<file path="config.mk">
export PLATFORM = sky130hd
export DESIGN_NAME = kli_ram
export DESIGN_NICKNAME = d
export VERILOG_FILES = /design/src/rtl/keyframe_linear_interpolator_core_assert.svh /design/src/rtl/kli_ram.sv
export SDC_FILE = /design/constraint.sdc
export NUM_CORES = 2
export LEC_CHECK = 0
export BUFFER_PORTS_ARGS = -buffer_cell sky130_fd_sc_hd__buf_4
export CAP_MARGIN = 20
export CORE_AREA = 2 2 448 450
export DETAILED_ROUTE_END_ITERATION = 10
export DIE_AREA = 0 0 450 452
export SLEW_MARGIN = 0
export SYNTH_ARGS = -nofsm -noshare
export SYNTH_HDL_FRONTEND = slang
export SYNTH_SLANG_ARGS = --single-unit
</file>
<file path="constraint.sdc">
create_clock -name clk -period 4.81 [get_ports clk]
set_input_delay 0.481 -clock clk [delete_from_list [all_inputs] [get_ports clk]]
set_output_delay 0.481 -clock clk [all_outputs]
set_load 0.02 [all_outputs]
</file>
<file path="src/rtl/keyframe_linear_interpolator_core_assert.svh">
// assertion macros shared by the checking code
`ifndef KEYFRAME_LINEAR_INTERPOLATOR_CORE_ASSERT_SVH
`define KEYFRAME_LINEAR_INTERPOLATOR_CORE_ASSERT_SVH

// same-cycle implication
`define KLI_ASSERT_IMP(lbl, ante, cons, msg) \
  lbl: assert property (@(posedge clk) disable iff (rst) (ante) |-> (cons)) else $error(msg);

// next-cycle implication
`define KLI_ASSERT_NXT(lbl, ante, cons, msg) \
  lbl: assert property (@(posedge clk) disable iff (rst) (ante) |=> (cons)) else $error(msg);

`endif

</file>
<file path="src/rtl/kli_ram.sv">
module kli_ram #(
  parameter int WIDTH = 64,
  parameter int DEPTH = 32
) (
  input  logic                     clk,
  input  logic                     we,
  input  logic [$clog2(DEPTH)-1:0] waddr,
  input  logic [WIDTH-1:0]         wdata,
  input  logic [$clog2(DEPTH)-1:0] raddr,
  output logic [WIDTH-1:0]         rdata
);

  logic [WIDTH-1:0] mem [DEPTH];

  always_ff @(posedge clk) begin
    if (we) begin
      mem[waddr] <= wdata;
    end
    rdata <= mem[raddr];
  end

endmodule

</file>
==> After elaboration in Yosys (flattened, before gate mapping) <==
Memory sizes are Yosys's and may differ from the RTL's. A register that Yosys moved wholly into a read port is not among the register bits.
Cells that the tools add are included.
Widths: inputs -> output; s select.
{ "op_classes": {"mux": 2} }
{ "ops": {"columns": ["operator", "n"], "rows": [
  ["$mux 1", 2]
]} }
{ "word_totals": {"regBits": 0, "ram_bits": 2048, "inputBits": 76, "out_inout_bits": 64, "word_cells": 3, "mem_count": 1} }
{ "mem_list": {"columns": ["name", "words", "word_bits", "rd", "rd_ports_with_merged_regs", "write_ports", "line_no", "rtl"], "rows": [
  ["mem", 32, 64, 1, 1, 1, "kli_ram.sv:13", "logic [WIDTH-1:0] mem [DEPTH];"]
]} }

==> Logic depth before layout (Yosys ltp) <==
{ "logic_depth": {"ltp_word": 2, "ltp_mapped": 9, "ltp_nobuf": 4} }

==> Least setup slack after synthesis <==
Ideal clock, no wire load.
{ "synth_path": {"kind": "input port to flip-flop", "startpoint": "in waddr[1]", "endpoint": "mem mem[12][0] (enable)", "setup_time_ns": 0.486, "arrival_ns": 3.817, "required_time_ns": 4.324, "slack_ns": 0.507, "stages": 3, "n_path_buf": 1, "cell_sequence": "or3b_2 > clkbuf_1 > nor2_1"} }
{ "synth_rtl": {"columns": ["item", "line_no", "rtl"], "rows": [
  ["start, declared", "kli_ram.sv:7", "input logic [$clog2(DEPTH)-1:0] waddr,"],
  ["end, declared", "kli_ram.sv:13", null]
]} }
Straight into the memory's write port.

==> Final worst setup path <==
{ "layout_path": {"startpoint": "in waddr[0]", "endpoint": "mem mem[6][52] (enable)"} }
Straight into the memory's write port.

==> load_flow_metrics.sql <==
INSERT INTO impl_metrics (metric_group, metric, value, unit) VALUES
('timing', 'hold_slack', '0.0561', 'ns'),
('worst_setup_path', 'timing.critical_path.fanout_max', '15', ''),
('timing', 'achievable-frequency', '443', 'MHz'),
('worst_setup_path', 'crit-reg2reg-capture', 'rdata[4]', ''),
('worst_setup_path', 'critical_path.slowest_cell', 'sky130_fd_sc_hd__nor2_4', ''),
('synth', 'yosys_register_bits', '2112', ''),
('routing', 'detail_route.vias_per_cell', '5.63', ''),
('synth', 'yosysUniqueCellTypes', '31', ''),
('placed_design', 'buffers_on_ports', '139', ''),
('clock_network', 'tritoncts', 'yes', ''),
('worst_setup_path', 'slowest_delay', '0.94', 'ns'),
('job', 'max_cap_viol_count', '0', ''),
('placed_design', 'postPlaceCellArea', '0.0843', 'mm^2'),
('synth', 'netlist_top_cells_area', 'sky130_fd_sc_hd__edfxtp_1 78%, sky130_fd_sc_hd__mux4_2 17%, sky130_fd_sc_hd__dfxtp_1 1.6%', ''),
('timing', 'report.final.setup_viol', '0', ''),
('worst_setup_path', 'setup.worst_path.class', 'input port to register', ''),
('global_routing', 'initial_antenna_violation_count', '14', ''),
('global_routing', 'grt_max_degree', '73', ''),
('synth', 'post_synthesis_async_set_or_reset_flop_share', '0', ''),
('synth', 'yosysSeqAreaShare', '0.795', ''),
('placed_design', 'routabilityCongestion', '0.715', ''),
('worst_setup_path', 'worst_r2r_startpoint', 'mem[19][4]', ''),
('timing', 'timing.slew.headroom', '0.211', ''),
('floorplanning', 'initial_utilization', '0.398', ''),
('clock_network', 'cts_sinks', '2112', ''),
('finish', 'final_cell_area', '0.0915', 'mm^2'),
('synth', 'synth_commonest_cells', '2048 x sky130_fd_sc_hd__edfxtp_1, 602 x sky130_fd_sc_hd__mux4_2, 74 x sky130_fd_sc_hd__mux2_2, 65 x sky130_fd_sc_hd__buf_2, 64 x sky130_fd_sc_hd__dfxtp_1', ''),
('floorplanning', 'io_pins', '140', ''),
('timing', 'fin_crit', '2.26', 'ns'),
('routing', 'first_pass_iters', '5', ''),
('worst_setup_path', 'timing.critical_path.from_type', 'input port', ''),
('routing', 'route.detailed.wl_per_inst', '31.0', 'um'),
('floorplanning', 'die_height', '452', 'um'),
('synth', 'synth_top_area_cell', 'sky130_fd_sc_hd__edfxtp_1', ''),
('synth', 'syn-num-nets', '3173', ''),
('synth', 'syn-cell-area', '0.0790', 'mm^2'),
('worst_hold_path', 'timing.hold.worst.start', 'wdata[51]', ''),
('timing', 'layout_worst_path_cycle_share', '0.469', ''),
('global_routing', 'gr-usage-all-layers', '0.190', ''),
('power_and_ir_drop', 'powerDensity', '428', 'mW/mm^2'),
('floorplanning', 'rows', '164', ''),
('routing', 'routed-via-count', '35237', ''),
('worst_setup_path', 'crit_arrival', '2.73', 'ns'),
('power_and_ir_drop', 'power', '39200', 'uW'),
('timing', 'timing.setup.tns', '0', 'ns'),
('power_and_ir_drop', 'power.static_leakage', '0.0285', 'uW'),
('clock_network', 'max-clock-path-buffers', '3', ''),
('worst_setup_path', 'critical_path_required', '5.28', 'ns'),
('finish', 'area_delta_synth_final', '15.9', '%'),
('worst_setup_path', 'r2r_slack', '3.01', 'ns'),
('timing', 'timing_max_transition_violations_final', '0', ''),
('finish', 'layout.nets', '3491', ''),
('synth', 'synth_enable_flop_cells', '2048', ''),
('clock_network', 'worst_skew_pair.late_latency', '0.83', 'ns'),
('run_status', 'status', 'complete, no violations', ''),
('worst_setup_path', 'cp-end-kind', 'register', ''),
('timing', 'clock_skew', '0.0228', 'ns'),
('placed_design', 'post-place-cells', '5848', ''),
('routing', 'detail_route.wirelength', '194', 'mm'),
('clock_network', 'root_buffer', 'sky130_fd_sc_hd__clkbuf_16', ''),
('synth', 'syn-mean-instance-area', '25.5', 'um^2'),
('clock_network', 'tritoncts.num_buffers', '207', ''),
('worst_hold_path', 'min_path_cells', '1', ''),
('floorplanning', 'die-area', '0.203', 'mm^2'),
('timing', 'max_slew.worst_pin.slew', '1.18', 'ns'),
('synth', 'synth_flop_cell', 'sky130_fd_sc_hd__edfxtp_1', ''),
('worst_hold_path', 'whs_endpoint', 'mem[9][51]', ''),
('clock_network', 'cts_max_level', '4', ''),
('floorplanning', 'die_width', '450', 'um'),
('timing', 'report.final.hold_viol_count', '0', ''),
('worst_setup_path', 'worst_path_most_repeated_cell', 'sky130_fd_sc_hd__buf_4', '');
-- placed cells by master, fill, tap and decap left out, types with 12 or more instances in the layout --
cell type	instances
sky130_fd_sc_hd__edfxtp_1	2048
sky130_fd_sc_hd__dlygate4sd3_1	14
sky130_fd_sc_hd__clkinv_1	29
sky130_fd_sc_hd__clkbuf_16	213
sky130_fd_sc_hd__bufinv_16	24
sky130_fd_sc_hd__dfxtp_1	64
sky130_fd_sc_hd__nor2_4	32
sky130_fd_sc_hd__clkbuf_1	49
sky130_fd_sc_hd__mux2i_1	38
sky130_fd_sc_hd__buf_12	48
sky130_fd_sc_hd__clkinv_2	34
sky130_fd_sc_hd__a221oi_1	12
sky130_fd_sc_hd__mux4_2	602
sky130_fd_sc_hd__clkbuf_8	23
sky130_fd_sc_hd__buf_4	196
sky130_fd_sc_hd__mux2_2	74
-- layout make-up --
class,instances,area (um^2)
Clock buffer,285,5830
Multi-Input combinational cell,828,15700
Antenna cell,3,7.51
Tap cell,2656,3320
Sequential cell,2112,62800
Fill cell,16347,107000
Timing Repair Buffer,265,2680
Inverter,1,3.75
Clock inverter,105,1220
-- layer usage --
| metal | track usage | wire [um] |
|---|---|---|
| met3 | 0.0296 | 12500 |
| met4 | 0.0479 | 3990 |
| met5 | 0 | 63 |
| met1 | 0.262 | 79900 |
| met2 | 0.316 | 97500 |
-- flip-flops by register name (all words and copies together), names as in the netlist --
signal and cells:
rdata 64, mem 2048
-- logic make-up (layout without fill, tap and decap cells) --
kind of cell / Yosys count / in the layout / share of synthesized area
compound gates: 50 / 50 / 0.00466
buf+inv: 157 / 656 / 0.00944
flops: 2112 / 2112 / 0.795
mux: 714 / 714 / 0.187
other cells: 0 / 3 / 0
simple gates: 64 / 64 / 0.00379
-- through the flow --
step | worst slack [ns] | utilization
6_report | 2.55 | 0.461
5_1_grt | 2.44 | 0.461
4_1_cts | 2.54 | 0.461
3_5_place_dp | 1.62 | 0.425
3_3_place_gp | 1.66 | 0.424
2_1_floorplan | 0.507 | -
-- worst max-delay path by stage --
stage	startpoint	endpoint	slack [ns]	cells after the start
after floorplan	waddr[1]	mem[12][0]	0.51	3
after global placement	waddr[0]	mem[6][61]	1.66	4
after detailed placement	waddr[0]	mem[6][21]	1.62	4
after CTS	waddr[0]	mem[6][42]	2.54	4
after global routing	raddr[0]	rdata[62]	2.44	5
final	waddr[0]	mem[6][52]	2.55	4
-- power by group --
group / switching, uW / total (uW) / leakage [uW] / internal (uW)
registers: 110 / 20600 / 0.0190 / 20500
clock network: 6920 / 16700 / 0.00346 / 9780
logic: 1040 / 1890 / 0.00602 / 851
total: 8080 / 39200 / 0.0285 / 31100
-- critical path: cells and delay by family --
family | cells | cell delay (ns)
AND/OR/NAND/NOR | 2 | 1.58
buffers and inverters | 2 | 0.63
-- repair_timing --
item	4_1_cts	5_1_grt
setup endpoints to repair	0	0
gates resized for setup	0	0
hold buffers	14	0
hold endpoints to repair	125	0
Power figures use the tool's default switching activity.
