<file path="src/rtl/keyframe_linear_interpolator_core_assert.svh">
// assertion macros shared by the checking code
`ifndef KEYFRAME_LINEAR_INTERPOLATOR_CORE_ASSERT_SVH
`define KEYFRAME_LINEAR_INTERPOLATOR_CORE_ASSERT_SVH

// same-cycle implication
`define KLI_ASSERT_IMP(lbl, ante, cons, msg) \
  lbl: assert property (@(posedge clk) disable iff (rst) (ante) |-> (cons)) else $error(msg);

// next-cycle implication
`define KLI_ASSERT_NXT(lbl, ante, cons, msg) \
  lbl: assert property (@(posedge clk) disable iff (rst) (ante) |=> (cons)) else $error(msg);

`endif

</file>
<file path="src/rtl/kli_pkg.sv">
package kli_pkg;

  localparam int MAX_KEYS = 32;
  localparam int AW       = $clog2(MAX_KEYS);
  localparam int CW       = $clog2(MAX_KEYS + 1);
  localparam int CNT_W    = 6;
  localparam int IDX_W    = 5;
  localparam int TW       = 16;
  localparam int VW       = 16;
  localparam int MW       = VW + TW;
  localparam int NCH      = 3;
  localparam int DCW      = $clog2(VW + 1);
  localparam int QDEPTH   = 2;
  localparam int QAW      = $clog2(QDEPTH);
  localparam int QCW      = $clog2(QDEPTH + 1);

  localparam logic MODE_WRITE = 1'b0;
  localparam logic MODE_QUERY = 1'b1;

  localparam logic [1:0] STATUS_INTERP = 2'd0;
  localparam logic [1:0] STATUS_LOW    = 2'd1;
  localparam logic [1:0] STATUS_HIGH   = 2'd2;
  localparam logic [1:0] STATUS_EMPTY  = 2'd3;

  typedef struct packed {
    logic             mode;
    logic [IDX_W-1:0] entry_index;
    logic [TW-1:0]    key_time;
    logic [VW-1:0]    key_x;
    logic [VW-1:0]    key_y;
    logic [VW-1:0]    key_z;
    logic [TW-1:0]    query_time;
  } item_t;

  typedef struct packed {
    logic [VW-1:0] out_x;
    logic [VW-1:0] out_y;
    logic [VW-1:0] out_z;
    logic [1:0]    status;
  } res_t;

  // one keyframe as stored, lane 0 is x
  typedef struct packed {
    logic [TW-1:0]           t;
    logic [NCH-1:0][VW-1:0]  v;
  } entry_t;

  typedef struct packed {
    logic                    kind;
    logic [AW-1:0]           addr;
    logic [TW-1:0]           t;
    logic [NCH-1:0][VW-1:0]  v;
  } cmd_t;

  typedef struct packed {
    logic                    start;
    logic [TW-1:0]           den;
    logic [NCH-1:0][MW-1:0]  mag;
  } div_req_t;

  typedef struct packed {
    logic                    busy;
    logic                    done;
    logic [NCH-1:0][VW-1:0]  quot;
  } div_rsp_t;

endpackage

</file>
<file path="src/rtl/kli_div.sv">
module kli_div (
  input  logic              clk,
  input  logic              rst,
  input  kli_pkg::div_req_t req,
  output kli_pkg::div_rsp_t rsp
);
  import kli_pkg::*;

  logic                    busy;
  logic                    done;
  logic [DCW-1:0]          cnt;
  logic [TW-1:0]           den_r;
  logic [NCH-1:0][TW-1:0]  rem;
  logic [NCH-1:0][VW-1:0]  low;
  logic [NCH-1:0][TW:0]    tv;
  logic [NCH-1:0][TW:0]    dv;
  logic [NCH-1:0][TW-1:0]  rem_step;
  logic [NCH-1:0]          qbit;
  logic [NCH-1:0][VW-1:0]  quot;

  // restoring step per lane, rounding from the final remainder
  always_comb begin
    for (int i = 0; i < NCH; i++) begin
      tv[i]       = {rem[i], low[i][VW-1]};
      dv[i]       = tv[i] - {1'b0, den_r};
      qbit[i]     = (tv[i] >= {1'b0, den_r});
      rem_step[i] = qbit[i] ? dv[i][TW-1:0] : tv[i][TW-1:0];
      quot[i]     = low[i] + VW'({rem[i], 1'b0} >= {1'b0, den_r});
    end
  end

  assign rsp.busy = busy;
  assign rsp.done = done;
  assign rsp.quot = quot;

  always_ff @(posedge clk) begin
    if (rst) begin
      busy <= 1'b0;
      done <= 1'b0;
      cnt  <= '0;
    end else begin
      done <= 1'b0;
      if (req.start) begin
        busy  <= 1'b1;
        cnt   <= DCW'(VW);
        den_r <= req.den;
        for (int i = 0; i < NCH; i++) begin
          rem[i] <= req.mag[i][MW-1:VW];
          low[i] <= req.mag[i][VW-1:0];
        end
      end else if (busy) begin
        for (int i = 0; i < NCH; i++) begin
          rem[i] <= rem_step[i];
          low[i] <= {low[i][VW-2:0], qbit[i]};
        end
        cnt <= cnt - DCW'(1);
        if (cnt == DCW'(1)) begin
          busy <= 1'b0;
          done <= 1'b1;
        end
      end
    end
  end

endmodule

</file>
<file path="config.mk">
export PLATFORM = sky130hd
export DESIGN_NAME = kli_div
export DESIGN_NICKNAME = d
export VERILOG_FILES = /design/src/rtl/keyframe_linear_interpolator_core_assert.svh /design/src/rtl/kli_pkg.sv /design/src/rtl/kli_div.sv
export SDC_FILE = /design/constraint.sdc
export NUM_CORES = 1
export LEC_CHECK = 0
export ABC_AREA = 1
export CAP_MARGIN = 20
export CORE_MARGIN = 2
export CORE_UTILIZATION = 42
export DETAILED_ROUTE_END_ITERATION = 8
export DONT_BUFFER_PORTS = 1
export PLACE_DENSITY = 0.59
export SYNTH_ARGS = -nofsm -noshare
export SYNTH_HDL_FRONTEND = slang
export SYNTH_SLANG_ARGS = --single-unit
</file>
<file path="constraint.sdc">
create_clock -name clk -period 8.2 [get_ports clk]
set_input_delay 1.23 -clock clk [delete_from_list [all_inputs] [get_ports clk]]
set_output_delay 1.23 -clock clk [all_outputs]
set_load 0.01 [all_outputs]
</file>
Word level (Yosys, flattened, before mapping) --
Cells that the tools add are included.
Word-level totals: bits in registers 119, input bits 115, output and inout port bits 50
Operators by class: add/subtract/negate cells 7, magnitude comparators 6, equality and inequality tests 1, multiplexer cells 13, bitwise gates (word level) 2, reductions and logical operators 5
Operator list (count):
- $mux 48 | 4
- $ge 17x16->1 | 6
- $add 16x1->16 | 3
- $mux 16 | 3
- $sub 16x16->16 | 3
- $mux 5 | 2
- $eq 5x1->1 const B | 1
- $sub 5x1->5 const B | 1
- $mux 1 | 4
- $reduce_and 2->1 | 2
- $reduce_or 3->1 | 1
- $not 1->1 | 2
- $reduce_bool 2->1 | 1
- $reduce_or 2->1 | 1

Depth between registers and ports, before layout --
depth after elaboration 4, gate-level depth with buffers 22, gate-level depth less buffers 20

Worst setup path before layout --
No wires, ideal clock.
path type input-to-reg, from in req[112] in the netlist's numbering, to reg busy, library setup time 79 ps, data arrival time 6734 ps, slack 1388 ps, cell stages on the path 5, buffers on the path 1, cells stage by stage inv_1 buf_6 a21oi_1 o21ai_0 inv_1
On the way: cells in the longest elaborated chain, start to end 1
RTL lines:
- start, declared | RTL line kli_div.sv:4 | input kli_pkg::div_req_t req,
- $mux 1 | RTL line kli_div.sv:43 | if (req.start) begin
- end signal, assigned | RTL line kli_div.sv:38 | busy <= 1'b0;
- end signal, assigned | RTL line kli_div.sv:44 | busy <= 1'b1;
- end signal, assigned | RTL line kli_div.sv:58 | busy <= 1'b0;
- end, declared | RTL line kli_div.sv:9 | logic busy;
Every way passes these cells. A chain may end at the register's enable or synchronous reset.

==> results.md <==
Global routing:
- The global-route wire length before repair is 47000 µm.
- The via count of the first global-routing pass is 8516.
- Global routing used about 31% of the available met1 tracks.
- The routing usage on met2 is between 30% and 40%.
- The busiest layer in global routing is met2.
- The number of antenna violations at the first check in global routing was 6.
- The total routing resource utilization after global routing is 23.6%.
- Entering global routing, the biggest net connects 132 pins.
- The met3 usage is 6.62%.
- The leftover overflow at the end of global routing is 0.

Clock tree:
- The number of hold-repair buffers added at the cts stage is 0.
- At the later pin of the worst-skew pair, clock insertion delay measures 440 ps.
- The post-cts resize count is 0.
- The H-tree was split into 4 levels.
- No sink is reached through more buffers than the 2 on the longest clock path.
- The cell chosen for the clock root is sky130_fd_sc_hd__clkbuf_16.
- The post-CTS clock slew at the launch and capture registers of the worst setup and hold paths is around 70 ps.
- The tree built by TritonCTS fans out to 119 sinks.
- Buffers inserted during clock tree synthesis total 17.
- TritonCTS built the clock tree.
- The number of setup buffers added after CTS is 0.

Floorplanning:
- The number of top-level pins is 165.
- The standard-cell row count is 56.
- The die covers 25300 µm².
- The die is 159 µm wide.
- The height of the die is roughly 160 µm.
- The area of the core is roughly 24000 µm².
- The effective utilization at floorplan is approximately 43%.

Critical path:
- The startpoint kind of the worst setup timing path is a flop.
- Of all nets on the critical path, the largest fanout is 4.
- In this run the critical register-to-register path is captured at rem[34].
- The flop-to-flop setup slack is roughly 5500 ps.
- The worst-path cell with the longest stage delay is sky130_fd_sc_hd__o31ai_1.
- At the worst endpoint, the required time is 6970 ps.
- The logic depth of the worst register-to-register path is 14.
- STA classifies the critical path endpoint as an output port.
- The worst flop-to-flop path startpoint is den_r[8].
- The arrival time of data at the critical path endpoint is between 3000 and 4000 ps.
- The largest single stage delay on the critical path is 610 ps.
- The critical path is of the flop to output port type.
- Traced cell by cell, the critical path runs through inv_1 -> ha_1 -> nand2_1 -> nor2_2 -> nand2_2 -> o31ai_1 -> ha_1 -> ha_1 -> nand3_1 -> nor3_2 -> nand3_1 -> nor3_2 -> nand3_1 -> xor2_1.

Placement:
- The global placement routability congestion is 0.930.
- The instance area after placement is just over 10000 µm².
- The setup slack at placement is 3410 ps.
- Including well taps, the total number of placed cells is 1706.
- The sum of net half-perimeters after detailed placement is ~23000 µm.
- During placement, the flow inserted port buffers numbering 0.

Routing:
- Before antenna repair, the detailed router went through 5 iterations.
- In this run the remaining antenna-violating nets after routing total 0.
- After detailed routing, the average wire length per cell comes to approximately 17 µm.
- The initial detailed-routing violation count is 455.
- For this run, design rule violations remaining after detail routing come to 0.
- The average vias per placed instance is 4.96.
- Across all layers, the routed design uses 8634 vias.
- Wires add up to about 30000 µm.

Synth:
- After synthesis, the most frequently instantiated cells are sky130_fd_sc_hd__nand2_1 (542), sky130_fd_sc_hd__inv_1 (236), sky130_fd_sc_hd__edfxtp_1 (112), sky130_fd_sc_hd__nand3_1 (83), sky130_fd_sc_hd__nor2_1 (62).
- The most repeated cell in the gate-level netlist after synthesis is sky130_fd_sc_hd__nand2_1.
- After Yosys synthesis, full adders, half adders and majority gates account for 7.89% of the synthesized area.
- Of the total synthesized cell area, the portion taken by AND, OR, NAND and NOR gates is 36.9%.
- Yosys attributes the largest share of cell area to sky130_fd_sc_hd__edfxtp_1 (33%), sky130_fd_sc_hd__nand2_1 (20%), sky130_fd_sc_hd__inv_1 (8.8%).
- The cell taking the most area after synthesis is sky130_fd_sc_hd__edfxtp_1.
- The leading register cell type out of synthesis is sky130_fd_sc_hd__edfxtp_1.
- In this run the mean area of a mapped cell was 7.13 µm².
- Summing the sequential cell areas from Yosys gives 34.6% of the chip area.
- Counting flops with a built-in enable in the synthesized netlist gives between 100 and 150.
- The warning count from the yosys run is 0.
- The synthesized flop and latch total is 119.
- The top cell type's share of synthesized area is 33.2%.
- The portion of synthesized area spent on multiplexers is 0%.
- By area, the combinational part of the netlist is dominated by simple AND/OR/NAND/NOR gates.
- The synthesized netlist devotes 4.13% of its cell area to compound gates.
- The netlist area before placement is roughly 10000 µm².
- The count of different cell masters after synthesis is 44.
- Summing the areas of all xor and xnor instances in the mapped netlist gives 5.19% of the synthesized area.
- After synthesis, the share of flip-flops with an asynchronous set or reset is 0%.
- When the netlist entered floorplanning its net count stood at ~1600.
- The number of standard cells after synthesis is 1418.

STA:
- The smallest setup slack after layout is 3010 ps.
- Setup total negative slack on the finished layout was measured at 0 ps.
- The worst-case clock skew is 14.4 ps.
- At the pin with the least slew margin, the transition time is 885 ps.
- The number of failing hold endpoints at the final stage is 0.
- The max-slew headroom at the worst pin is 41.0%.
- Setup violations remaining at the end of the flow were counted as 0.
- The routed design could run at a clock period as short as 5190 ps.
- The worst path uses 63.3% of the clock period.
- For this run, the top clock speed supported by timing is 193 MHz.
- The final number of max-transition violations is 0.
- Setup repair after global routing left no endpoint under its margin.

Power:
- The analysis attributes to cell leakage a power of 5.50 nW.
- The share of total power dissipated in the clock network is 35.0%.
- The share of power burned in combinational logic is ~30%.
- For this design the total switching power over the nets is between 0.8 and 0.9 mW.
- The switching share of power is between 30 and 40%.
- The maximum ir drop on the vdd rail is 0.000116 V.
- The part of the power in registers is 35.6%.
- The power density relative to cell area is approximately 200 nW/µm².
- The internal power is 1.35 mW.

Final layout:
- The area of all placed cells without fillers is 10900 µm².
- The filler cell count is between 2000 and 2500.
- The core utilization of the finished layout is a little under half.
- Cells with a size suffix above 1 make up 9.01% of the layout.
- The layout net count is 1584.
- The area overhead of the layout relative to synthesis is 8.09%.
- The finished layout holds 1741 standard cells, fillers aside.

Job:
- Across the run, the number of max-cap violations was 0.

Hold path:
- Counting instances, the worst hold path has a depth of 2.
- For hold timing, the worst endpoint is cnt[4].
- The startpoint identified for the worst hold timing path is cnt[4].
- The worst hold path belongs to the class flop to flop.

Status:
- The flow ran to the end, and the final reports show no timing, DRC or antenna violations.
## layout by cell type (no fill, tap or decap), types with 2 or more instances in the layout
| cell | instances |
|---|---|
| sky130_fd_sc_hd__a21oi_1 | 25 |
| sky130_fd_sc_hd__a21oi_2 | 2 |
| sky130_fd_sc_hd__a21oi_4 | 3 |
| sky130_fd_sc_hd__and2_1 | 8 |
| sky130_fd_sc_hd__buf_4 | 3 |
| sky130_fd_sc_hd__clkbuf_16 | 17 |
| sky130_fd_sc_hd__clkinv_4 | 2 |
| sky130_fd_sc_hd__clkinv_8 | 2 |
| sky130_fd_sc_hd__clkinvlp_4 | 2 |
| sky130_fd_sc_hd__dfxtp_1 | 7 |
| sky130_fd_sc_hd__diode_2 | 2 |
| sky130_fd_sc_hd__edfxtp_1 | 112 |
| sky130_fd_sc_hd__fa_1 | 3 |
| sky130_fd_sc_hd__ha_1 | 59 |
| sky130_fd_sc_hd__inv_1 | 235 |
| sky130_fd_sc_hd__inv_2 | 5 |
| sky130_fd_sc_hd__inv_6 | 6 |
| sky130_fd_sc_hd__inv_8 | 3 |
| sky130_fd_sc_hd__nand2_1 | 542 |
| sky130_fd_sc_hd__nand2_2 | 30 |
| sky130_fd_sc_hd__nand2_4 | 13 |
| sky130_fd_sc_hd__nand3_1 | 83 |
| sky130_fd_sc_hd__nand3_2 | 16 |
| sky130_fd_sc_hd__nand3b_1 | 6 |
| sky130_fd_sc_hd__nand4_1 | 34 |
| sky130_fd_sc_hd__nor2_1 | 61 |
| sky130_fd_sc_hd__nor2_2 | 12 |
| sky130_fd_sc_hd__nor2_4 | 4 |
| sky130_fd_sc_hd__nor3_1 | 10 |
| sky130_fd_sc_hd__nor3_2 | 4 |
| sky130_fd_sc_hd__nor4_1 | 2 |
| sky130_fd_sc_hd__o21ai_0 | 32 |
| sky130_fd_sc_hd__o21ai_1 | 2 |
| sky130_fd_sc_hd__o21bai_1 | 4 |
| sky130_fd_sc_hd__o31ai_1 | 2 |
| sky130_fd_sc_hd__xnor2_1 | 11 |
| sky130_fd_sc_hd__xor2_1 | 49 |
## per-stage QoR
step | hold WS [ps] | power [mW]
floorplan | 442 | 1.28
global placement | 458 | 1.41
detailed placement | 466 | 1.41
CTS | 476 | 2.17
global route | 510 | 2.28
finish | 473 | 2.16
## sequential cells by signal, summed over array words and instances (netlist names)
signal and cells:
rem 48, cnt 5, done 1, low 48, den_r 16, busy 1
## critical path: cells and delay by family (launching register included)
family | cells | cell delay [ps]
buffers and inverters | 1 | 160
flip-flops | 1 | 510
AND/OR/NAND/NOR | 8 | 1170
XOR/XNOR | 1 | 280
adder cells (fa/ha/maj) | 3 | 800
AO/OA/AOI/OAI | 1 | 610
## cell type report
type,count,area [µm²],area share (%)
timing repair buffer,4,50.0,0.458
antenna,2,5.00,0.0458
tap,319,399,3.65
clock buffer,17,425,3.89
sequential,119,3500,32.0
clock inverter,15,151,1.38
multi-input combinational,1024,5490,50.2
inverter,241,907,8.30
## cells by family after synthesis
| family | Yosys count |
|---|---|
| AO/OA/AOI/OAI | 73 |
| XOR/XNOR | 60 |
| adder cells (fa/ha/maj) | 62 |
| buffers and inverters | 275 |
| flip-flops | 119 |
| AND/OR/NAND/NOR | 829 |
## power groups by stage
| stage | Clock, mW | Combinational [mW] | Sequential, mW |
|---|---|---|---|
| floorplan | 0 | 0.512 | 0.769 |
| global placement | 0 | 0.628 | 0.782 |
| detailed placement | 0 | 0.633 | 0.781 |
| CTS | 0.766 | 0.636 | 0.769 |
| global route | 0.788 | 0.721 | 0.774 |
| finish | 0.757 | 0.636 | 0.769 |
## worst max path at each step
| stage | end | cells after the start | startpoint | slack (ps) |
|---|---|---|---|---|
| after global routing | rsp[30] | 14 | den_r[1] | 2620 |
| after detailed placement | rsp[30] | 14 | den_r[1] | 3410 |
| after global placement | rsp[30] | 14 | den_r[1] | 3510 |
| final | rsp[30] | 14 | den_r[1] | 3010 |
| after CTS | rsp[30] | 14 | den_r[1] | 2920 |
| after floorplan | busy | 5 | req[112] | 1390 |
## metal layers
metal | wire, µm | part of all wire, %
met4 | 459 | 1.6
met1 | 13400 | 46
met2 | 13600 | 46
met3 | 1900 | 6.4
met5 | 53 | 0.18
No activity file was read; power rests on OpenSTA's default activity.
