## src/rtl/keyframe_linear_interpolator_core_assert.svh

```systemverilog
// assertion macros shared by the checking code
`ifndef KEYFRAME_LINEAR_INTERPOLATOR_CORE_ASSERT_SVH
`define KEYFRAME_LINEAR_INTERPOLATOR_CORE_ASSERT_SVH

// same-cycle implication
`define KLI_ASSERT_IMP(lbl, ante, cons, msg) \
  lbl: assert property (@(posedge clk) disable iff (rst) (ante) |-> (cons)) else $error(msg);

// next-cycle implication
`define KLI_ASSERT_NXT(lbl, ante, cons, msg) \
  lbl: assert property (@(posedge clk) disable iff (rst) (ante) |=> (cons)) else $error(msg);

`endif

```

## src/rtl/kli_pkg.sv

```systemverilog
package kli_pkg;

  localparam int MAX_KEYS = 32;
  localparam int AW       = $clog2(MAX_KEYS);
  localparam int CW       = $clog2(MAX_KEYS + 1);
  localparam int CNT_W    = 6;
  localparam int IDX_W    = 5;
  localparam int TW       = 16;
  localparam int VW       = 16;
  localparam int MW       = VW + TW;
  localparam int NCH      = 3;
  localparam int DCW      = $clog2(VW + 1);
  localparam int QDEPTH   = 2;
  localparam int QAW      = $clog2(QDEPTH);
  localparam int QCW      = $clog2(QDEPTH + 1);

  localparam logic MODE_WRITE = 1'b0;
  localparam logic MODE_QUERY = 1'b1;

  localparam logic [1:0] STATUS_INTERP = 2'd0;
  localparam logic [1:0] STATUS_LOW    = 2'd1;
  localparam logic [1:0] STATUS_HIGH   = 2'd2;
  localparam logic [1:0] STATUS_EMPTY  = 2'd3;

  typedef struct packed {
    logic             mode;
    logic [IDX_W-1:0] entry_index;
    logic [TW-1:0]    key_time;
    logic [VW-1:0]    key_x;
    logic [VW-1:0]    key_y;
    logic [VW-1:0]    key_z;
    logic [TW-1:0]    query_time;
  } item_t;

  typedef struct packed {
    logic [VW-1:0] out_x;
    logic [VW-1:0] out_y;
    logic [VW-1:0] out_z;
    logic [1:0]    status;
  } res_t;

  // one keyframe as stored, lane 0 is x
  typedef struct packed {
    logic [TW-1:0]           t;
    logic [NCH-1:0][VW-1:0]  v;
  } entry_t;

  typedef struct packed {
    logic                    kind;
    logic [AW-1:0]           addr;
    logic [TW-1:0]           t;
    logic [NCH-1:0][VW-1:0]  v;
  } cmd_t;

  typedef struct packed {
    logic                    start;
    logic [TW-1:0]           den;
    logic [NCH-1:0][MW-1:0]  mag;
  } div_req_t;

  typedef struct packed {
    logic                    busy;
    logic                    done;
    logic [NCH-1:0][VW-1:0]  quot;
  } div_rsp_t;

endpackage

```

## src/rtl/kli_back.sv

```systemverilog
module kli_back (
  input  logic                     clk,
  input  logic                     rst,
  input  logic [kli_pkg::CNT_W-1:0] key_count,
  input  logic                     q_valid,
  input  kli_pkg::cmd_t            q_cmd,
  output logic                     q_pop,
  output logic                     ram_we,
  output logic [kli_pkg::AW-1:0]   ram_waddr,
  output kli_pkg::entry_t          ram_wdata,
  output logic [kli_pkg::AW-1:0]   ram_raddr,
  input  kli_pkg::entry_t          ram_rdata,
  output kli_pkg::div_req_t        div_req,
  input  kli_pkg::div_rsp_t        div_rsp,
  output logic                     result_valid,
  input  logic                     result_stall,
  output kli_pkg::res_t            result
);
  import kli_pkg::*;

  localparam logic [2:0] ST_IDLE = 3'd0;
  localparam logic [2:0] ST_SCAN = 3'd1;
  localparam logic [2:0] ST_LOLD = 3'd2;
  localparam logic [2:0] ST_MUL  = 3'd3;
  localparam logic [2:0] ST_DIV  = 3'd4;
  localparam logic [2:0] ST_DONE = 3'd5;

  logic [2:0]              state;
  logic [CW-1:0]           n;
  logic [CW-1:0]           idx;
  logic [CW-1:0]           chk_idx;
  logic [CW-1:0]           lo_idx;
  logic                    chk;
  logic                    hit;
  logic [TW-1:0]           qt;
  logic [TW-1:0]           t1;
  logic [TW-1:0]           num;
  logic [TW-1:0]           den;
  logic [NCH-1:0][VW-1:0]  v0;
  logic [NCH-1:0][VW-1:0]  v1;
  logic [NCH-1:0][VW-1:0]  diff;
  logic [NCH-1:0]          sgn;
  logic [NCH-1:0][VW-1:0]  res_v;
  logic [1:0]              res_status;

  assign n      = (32'(key_count) > MAX_KEYS) ? CW'(MAX_KEYS) : CW'(key_count);
  assign hit    = (ram_rdata.t > qt);
  assign lo_idx = chk_idx - CW'(1);

  assign q_pop       = (state == ST_IDLE) && q_valid;
  assign ram_we      = q_pop && (q_cmd.kind == MODE_WRITE);
  assign ram_waddr   = q_cmd.addr;
  assign ram_wdata.t = q_cmd.t;
  assign ram_wdata.v = q_cmd.v;

  // lower neighbour is fetched the cycle the bracket is found
  always_comb begin
    ram_raddr = idx[AW-1:0];
    if ((state == ST_SCAN) && chk && hit && (chk_idx != '0)) begin
      ram_raddr = lo_idx[AW-1:0];
    end
  end

  always_comb begin
    div_req.start = (state == ST_MUL);
    div_req.den   = den;
    for (int i = 0; i < NCH; i++) begin
      div_req.mag[i] = MW'(diff[i]) * MW'(num);
    end
  end

  always_ff @(posedge clk) begin
    if (rst) begin
      state        <= ST_IDLE;
      idx          <= '0;
      chk_idx      <= '0;
      chk          <= 1'b0;
      result_valid <= 1'b0;
    end else begin
      if (result_valid && !result_stall && (state != ST_DONE)) begin
        result_valid <= 1'b0;
      end
      unique case (state)
        ST_IDLE: begin
          if (q_valid && (q_cmd.kind == MODE_QUERY)) begin
            qt <= q_cmd.t;
            if (n == '0) begin
              res_v      <= '0;
              res_status <= STATUS_EMPTY;
              state      <= ST_DONE;
            end else begin
              idx   <= '0;
              chk   <= 1'b0;
              state <= ST_SCAN;
            end
          end
        end
        ST_SCAN: begin
          if (chk && hit) begin
            if (chk_idx == '0) begin
              res_v      <= ram_rdata.v;
              res_status <= STATUS_LOW;
              state      <= ST_DONE;
            end else begin
              t1    <= ram_rdata.t;
              v1    <= ram_rdata.v;
              state <= ST_LOLD;
            end
          end else if (chk && (chk_idx == n - CW'(1))) begin
            res_v      <= ram_rdata.v;
            res_status <= STATUS_HIGH;
            state      <= ST_DONE;
          end else begin
            chk     <= 1'b1;
            chk_idx <= idx;
            idx     <= idx + CW'(1);
          end
        end
        ST_LOLD: begin
          v0  <= ram_rdata.v;
          num <= qt - ram_rdata.t;
          den <= t1 - ram_rdata.t;
          for (int i = 0; i < NCH; i++) begin
            sgn[i]  <= (v1[i] < ram_rdata.v[i]);
            diff[i] <= (v1[i] < ram_rdata.v[i]) ? ram_rdata.v[i] - v1[i]
                                                : v1[i] - ram_rdata.v[i];
          end
          state <= ST_MUL;
        end
        ST_MUL: begin
          state <= ST_DIV;
        end
        ST_DIV: begin
          if (div_rsp.done) begin
            for (int i = 0; i < NCH; i++) begin
              res_v[i] <= sgn[i] ? v0[i] - div_rsp.quot[i] : v0[i] + div_rsp.quot[i];
            end
            res_status <= STATUS_INTERP;
            state      <= ST_DONE;
          end
        end
        ST_DONE: begin
          if (!result_valid || !result_stall) begin
            result_valid  <= 1'b1;
            result.out_x  <= res_v[0];
            result.out_y  <= res_v[1];
            result.out_z  <= res_v[2];
            result.status <= res_status;
            state         <= ST_IDLE;
          end
        end
        default: begin
          state <= ST_IDLE;
        end
      endcase
    end
  end

endmodule

```

## config.mk

```make
export PLATFORM = sky130hd
export DESIGN_NAME = kli_back
export DESIGN_NICKNAME = d
export VERILOG_FILES = /design/src/rtl/keyframe_linear_interpolator_core_assert.svh /design/src/rtl/kli_pkg.sv /design/src/rtl/kli_back.sv
export SDC_FILE = /design/constraint.sdc
export NUM_CORES = 2
export LEC_CHECK = 0
export BUFFER_PORTS_ARGS = -buffer_cell sky130_fd_sc_hd__buf_2
export CAP_MARGIN = 20
export CORE_UTILIZATION = 30
export DETAILED_ROUTE_END_ITERATION = 6
export GPL_ROUTABILITY_DRIVEN = 1
export SETUP_SLACK_MARGIN = 0.2
export SLEW_MARGIN = 20
export SYNTH_ARGS = -nofsm -noshare
export SYNTH_HDL_FRONTEND = slang
export SYNTH_SLANG_ARGS = --single-unit
```

## constraint.sdc

```tcl
create_clock -name clk -period 18.8 [get_ports clk]
set_clock_uncertainty 0.15 [all_clocks]
set_input_delay 0.94 -clock clk [delete_from_list [all_inputs] [get_ports clk]]
set_output_delay 0.94 -clock clk [all_outputs]
set_load 0.02 [all_outputs]
```

# == Yosys cells after proc, flatten, opt, wreduce, memory -nomap -nowiden ==
# Cells that the tools add are included.
# op_classes
reduce_logical,27
bitwise,5
eq_ne,16
n_lt_le_gt_ge,5
add_sub_neg,17
muxes,43
mul,3
# ops
op,count
two-way mux 48 bit,6
subtractor 16 bit,11
case mux 48 bit (3 select lines),1
multiplier 16 x 16 -> 32 bit,3
two-way mux 16 bit,6
adder 16 bit,3
less-than comparator 16 bit,3
two-way mux 6 bit,5
two-way mux 3 bit,7
case mux 3 bit (6 select lines),1
greater-than comparator 16 bit,1
logical NOT 6 bit,2
two-way mux 2 bit,6
case mux 6 bit (2 select lines),1
logical AND 1 bit,10
!= test 2 bit (second input constant),5
AND reduction 3 bit,3
AND reduction 4 bit,2
two-way mux 1 bit,7
AND reduction 7 bit,1
adder 6 x 1 -> 6 bit (second input constant),1
equality test 3 x 2 -> 1 bit (second input constant),2
equality test 3 bit (second input constant),2
equality test 6 bit,1
other kinds (20),26
# word_totals
in_bits,194
word_cells,143
regBits,328

# == Logic depth before layout (Yosys ltp) ==
# logic_depth
ltp_word,8
ltp_mapped,25
depth_no_buf,23

# == Worst setup path before layout ==
# OpenSTA, ideal clock, no wires.
# synth_timing
path_type,in2reg
from,in rst
to,reg state[1]
path_buffers,0
t_arrival_ns,14.362
required_time_ns,18.514
stages,2
path_slack_ns,4.153
cell_sequence,nor4_1 or2_2
# synth_lines
element,line,rtl
"start, declared",kli_back.sv:3,"input logic rst,"
"end signal, assigned",kli_back.sv:74,state <= ST_IDLE;
"end signal, assigned",kli_back.sv:90,state <= ST_DONE;
"end signal, assigned",kli_back.sv:94,state <= ST_SCAN;
"end, declared",kli_back.sv:28,logic [2:0] state;

==> results list <==
- Number of antenna violations at the first check in global routing: 20
* Core ar.: 149000 sq um
- Critical Path Sink Type: output pin
* Worst-case setup margin in the final layout: 9.35 ns
- Based on the critical path, the design can be clocked at up to 0.106 GHz.
- Internal Dissipation: 1400 uW
- Die width: 390 microns
- Post-CTS timing repair inserted 0 buffers for setup.
- Of all nets on the critical path, the largest fanout is 29.
- Portion of total power attributed to sequential cells: 0.422
- # nets final: 6191
- Wire length of the first global-routing pass: 191 mm
* CTS tree: built
- In this run the number of H-tree levels came out at 2.
- Initial Util: 0.304
* Area of the die: 152000 sq um
- Uppermost signal routing layer after detailed routing: met4
* Amount of wire on met3 after detailed routing: 6.37 mm
- Clock group share of total power: 0.381
- During synthesis, Yosys emitted a total of 0 warnings.
- Detailed router's first-iteration violation count: 1649
- The flow ran to the end, and the final reports show no timing, DRC or antenna violations.
- In this run the core area contains 141 standard-cell rows.
- For this design the ratio of total power to cell area is 40.2 nW/um^2.
- Die extent in y: 390 microns
- At the pin with the least slew margin, the transition time is 1.05 ns.
- For the worst setup path, the data arrival time is 8.36 ns.
* Number of vias per cell: 4.72
- At the end of routability-driven placement, the weighted congestion stood at 0.851.
* Sequential fraction of the synthesis area: 0.214
- Resized cells post-CTS: 0
- The analysis attributes to cell leakage a power of 0.0236 uW.
- Detailed-route wire length: 121 mm
* Latest clock arrival within the worst-skew pair: 0.58 ns
* Antenna-violating nets left: 0
- During I/O placement, the number of pins put on the boundary was 434.
* Unique masters post-synth: 82
- Dividing the synthesized area by the synthesized cell count gives 9.50 sq um.
- Buffers from clock root to sink, at most: 3
- The smallest clock period supported by the final layout is computed as 9.45 ns.
- DRC violations left: 0
* Max IR drop VDD: 0.0000821 V
- Post-detailed-placement half-perimeter wirelength: 94.3 mm
- For this run, the detailed router's first-pass iteration total came to 5.
- Normalized max-slew margin: 0.301
- Setup repair after global routing left no endpoint under its margin.
* Pin count of the biggest net entering global routing: 72
- Summed over all failing endpoints, the final setup total negative slack is 0 ns.
* Via count of the first global-routing pass: 34400
- Of the total power, the share spent switching nets is 0.301.
* Number of endpoints with negative hold slack in the final report: 0
- Count of input and output buffers: 326
* Cells after synthesis: 4750
- In this run the cell area of the synthesized design comes to 45100 sq um.
* Vias after detailed routing: 32900
- Clock-pin slew of the registers on the worst-case setup and hold paths: 0.07 ns
- Proportion of synthesized flip-flops having asynchronous set or reset: 0
- Type of the most critical hold path: reg2reg
- Aggregate global routing overflow: 0
- At the worst endpoint, the required time is 17.71 ns.
* Count of hold-fix buffers inserted at cts: 0
- Of the cells placed in the final design, the portion with a size suffix greater than 1 is 0.0979.
- Relative to the synthesized area, the layout overhead comes to 10.1%.
* Final clock period utilization by the worst path: 0.503
- The number of nets handed over by synthesis was 6025.
* Comb power frac: 0.197
- Buffers inserted during clock tree synthesis total 38.
- Metal-1 WL: 54.0 mm
- Wire segments on met2 add up to 57.1 mm in the final route.
- Number of enable-type register cells in the synthesized netlist: 311
- Summed over all nets, the switching power comes to 600 uW.
- Dpl ws: 9.84 ns
- The most used flip-flop cell after synthesis is edfxtp_1.
- The worst setup path is launched from a flip-flop.
- The number of max-slew violations in the final report is 0.
- Filler cells: 15400
- Clock tree synthesis selected as its root buffer the cell clkbuf_16.
- Setup-violating endpoint count in the final report: 0
- The clock drives 328 sinks.
* Total GRT Usage: 0.159
* Mean routed wirelength per cell: 17.3 microns
- The worst setup path is of the reg2out kind.
* Max Cap Viol: 0
* Seq cells post-synth: 328
## layer usage
layer | up-vias | track usage
met2 | 814 | 0.268
met4 | 0 | 0.0478
met3 | 135 | 0.0234
li1 | 15400 | -
met1 | 16500 | 0.211
met5 | - | 0
## per-stage QoR
stage / area, sq um / hold WS (ns) / util / std cells / total power, uW
4_1_cts: 49700 / 0.262 / 0.335 / 6947 / 2030
6_report: 49700 / 0.264 / 0.335 / 6956 / 2000
5_1_grt: 49700 / 0.263 / 0.335 / 6955 / 2090
3_3_place_gp: 48400 / 0.251 / 0.326 / 6878 / 1250
3_5_place_dp: 48400 / 0.255 / 0.326 / 6878 / 1250
2_1_floorplan: 45100 / 0.250 / - / 4750 / 1140
## worst max-delay path, cell delays in order, from the launching register on
cell and delay [ns]:
edfxtp_1 0.33, buf_4 0.27, buf_4 0.42, nand2_1 0.14, fa_1 0.53, inv_1 0.05, fa_1 0.50, inv_1 0.05
fa_1 0.54, inv_1 0.06, fa_1 0.47, fa_1 0.49, inv_1 0.05, fa_1 0.47, inv_1 0.05, ha_1 0.35
a21o_1 0.22, a211oi_1 0.33, nor3b_1 0.11, a221oi_1 0.77, nand2_1 0.12, a21o_1 0.23, a21oi_1 0.20, o311a_1 0.24
nor2b_1 0.17, xnor2_1 0.29, buf_2 0.27
## worst paths after layout
kind         cells after the start     endpoint      start  slack (ns)
min                              0   result[26]  res_v[24]        0.26
min reg2reg                      0   result[26]  res_v[24]        0.26
max reg2reg                     13       v1[17]      qt[0]       13.88
max                             26  div_req[23]     num[8]        9.35
## logic make-up after synthesis
kind of cell / synth area share
AOI/OAI and AO/OA: 0.0907
xor gates and xnor gates: 0.0470
adders and majority gates: 0.398
buffers and inverters: 0.0988
DFF: 0.214
muxes: 0.00907
and+or+nand+nor: 0.142
## layout by cell type (no fill, tap or decap), types with 17 or more instances in the layout
cell / netlist / final
a211oi_1: 19 / 19
a21o_1: 82 / 82
a21oi_1: 192 / 192
a31oi_1: 17 / 17
and2_1: 354 / 354
and3_1: 22 / 21
buf_2: 9 / 326
buf_4: 70 / 49
clkbuf_16: 0 / 39
dfxtp_1: 17 / 17
edfxtp_1: 311 / 311
fa_1: 593 / 593
ha_1: 488 / 488
inv_1: 862 / 862
mux2i_1: 36 / 36
nand2_1: 573 / 573
nand2b_1: 40 / 40
nand3_1: 40 / 40
nor2_1: 150 / 149
nor2b_1: 38 / 38
nor3_1: 38 / 36
o21a_1: 25 / 25
o21ai_0: 128 / 128
o21bai_1: 27 / 27
or3_1: 18 / 18
xnor2_1: 171 / 171
xor2_1: 71 / 71
## power by group through the flow
| stage | Sequential (uW) | Clock [uW] | Combinational (uW) |
|---|---|---|---|
| after CTS | 841 | 792 | 401 |
| after global routing | 843 | 809 | 439 |
| after floorplan | 856 | 0 | 279 |
| after detailed placement | 857 | 0 | 398 |
| final | 841 | 761 | 394 |
| after global placement | 857 | 0 | 394 |
## state kept, by name, summed over array words and instances (netlist names)
signal	cells
t1	16
diff	48
res_v	48
chk_idx	6
chk	1
result_valid	1
idx	6
sgn	3
state	3
den	16
res_status	2
v0	48
v1	48
result	50
qt	16
num	16
## layout make-up
class | count | area (sq um) | area share
inverters | 863 | 3240 | 0.0652
multi-input cells | 3310 | 31000 | 0.624
clock inverters | 25 | 245 | 0.00493
diodes | 9 | 22.5 | 0.000453
flip-flops and latches | 328 | 9680 | 0.195
clock buffers | 44 | 995 | 0.0200
repair buffers | 375 | 2000 | 0.0402
well taps | 2002 | 2500 | 0.0504
## cell usage after synthesis (8+ instances only)
cell type / count / area [sq um]
nand2b_1: 40 / 250
o21a_1: 25 / 188
o21ai_1: 9 / 45.0
edfxtp_1: 311 / 9340
nor3_1: 38 / 190
buf_2: 9 / 45.0
nand3_1: 40 / 200
mux2i_1: 36 / 360
a211oi_1: 19 / 143
nor2_1: 150 / 563
nor2b_1: 38 / 238
o211ai_1: 10 / 75.1
a41oi_1: 9 / 78.8
or2_2: 9 / 56.3
ha_1: 488 / 6110
a22o_1: 9 / 78.8
a31oi_1: 17 / 106
dfxtp_1: 17 / 340
clkbuf_1: 167 / 627
a21oi_1: 192 / 961
o21ai_0: 128 / 641
xnor2_1: 171 / 1500
inv_1: 862 / 3240
o22ai_1: 8 / 50.1
xor2_1: 71 / 622
buf_4: 70 / 526
o31ai_1: 8 / 60.1
a21o_1: 82 / 616
nand4_1: 11 / 68.8
a21boi_0: 10 / 75.1
and3_1: 22 / 138
and2_1: 354 / 2210
fa_1: 593 / 11900
nand2_1: 573 / 2150
o21bai_1: 27 / 203
or3_1: 18 / 113
No activity file was read; power rests on OpenSTA's default activity.
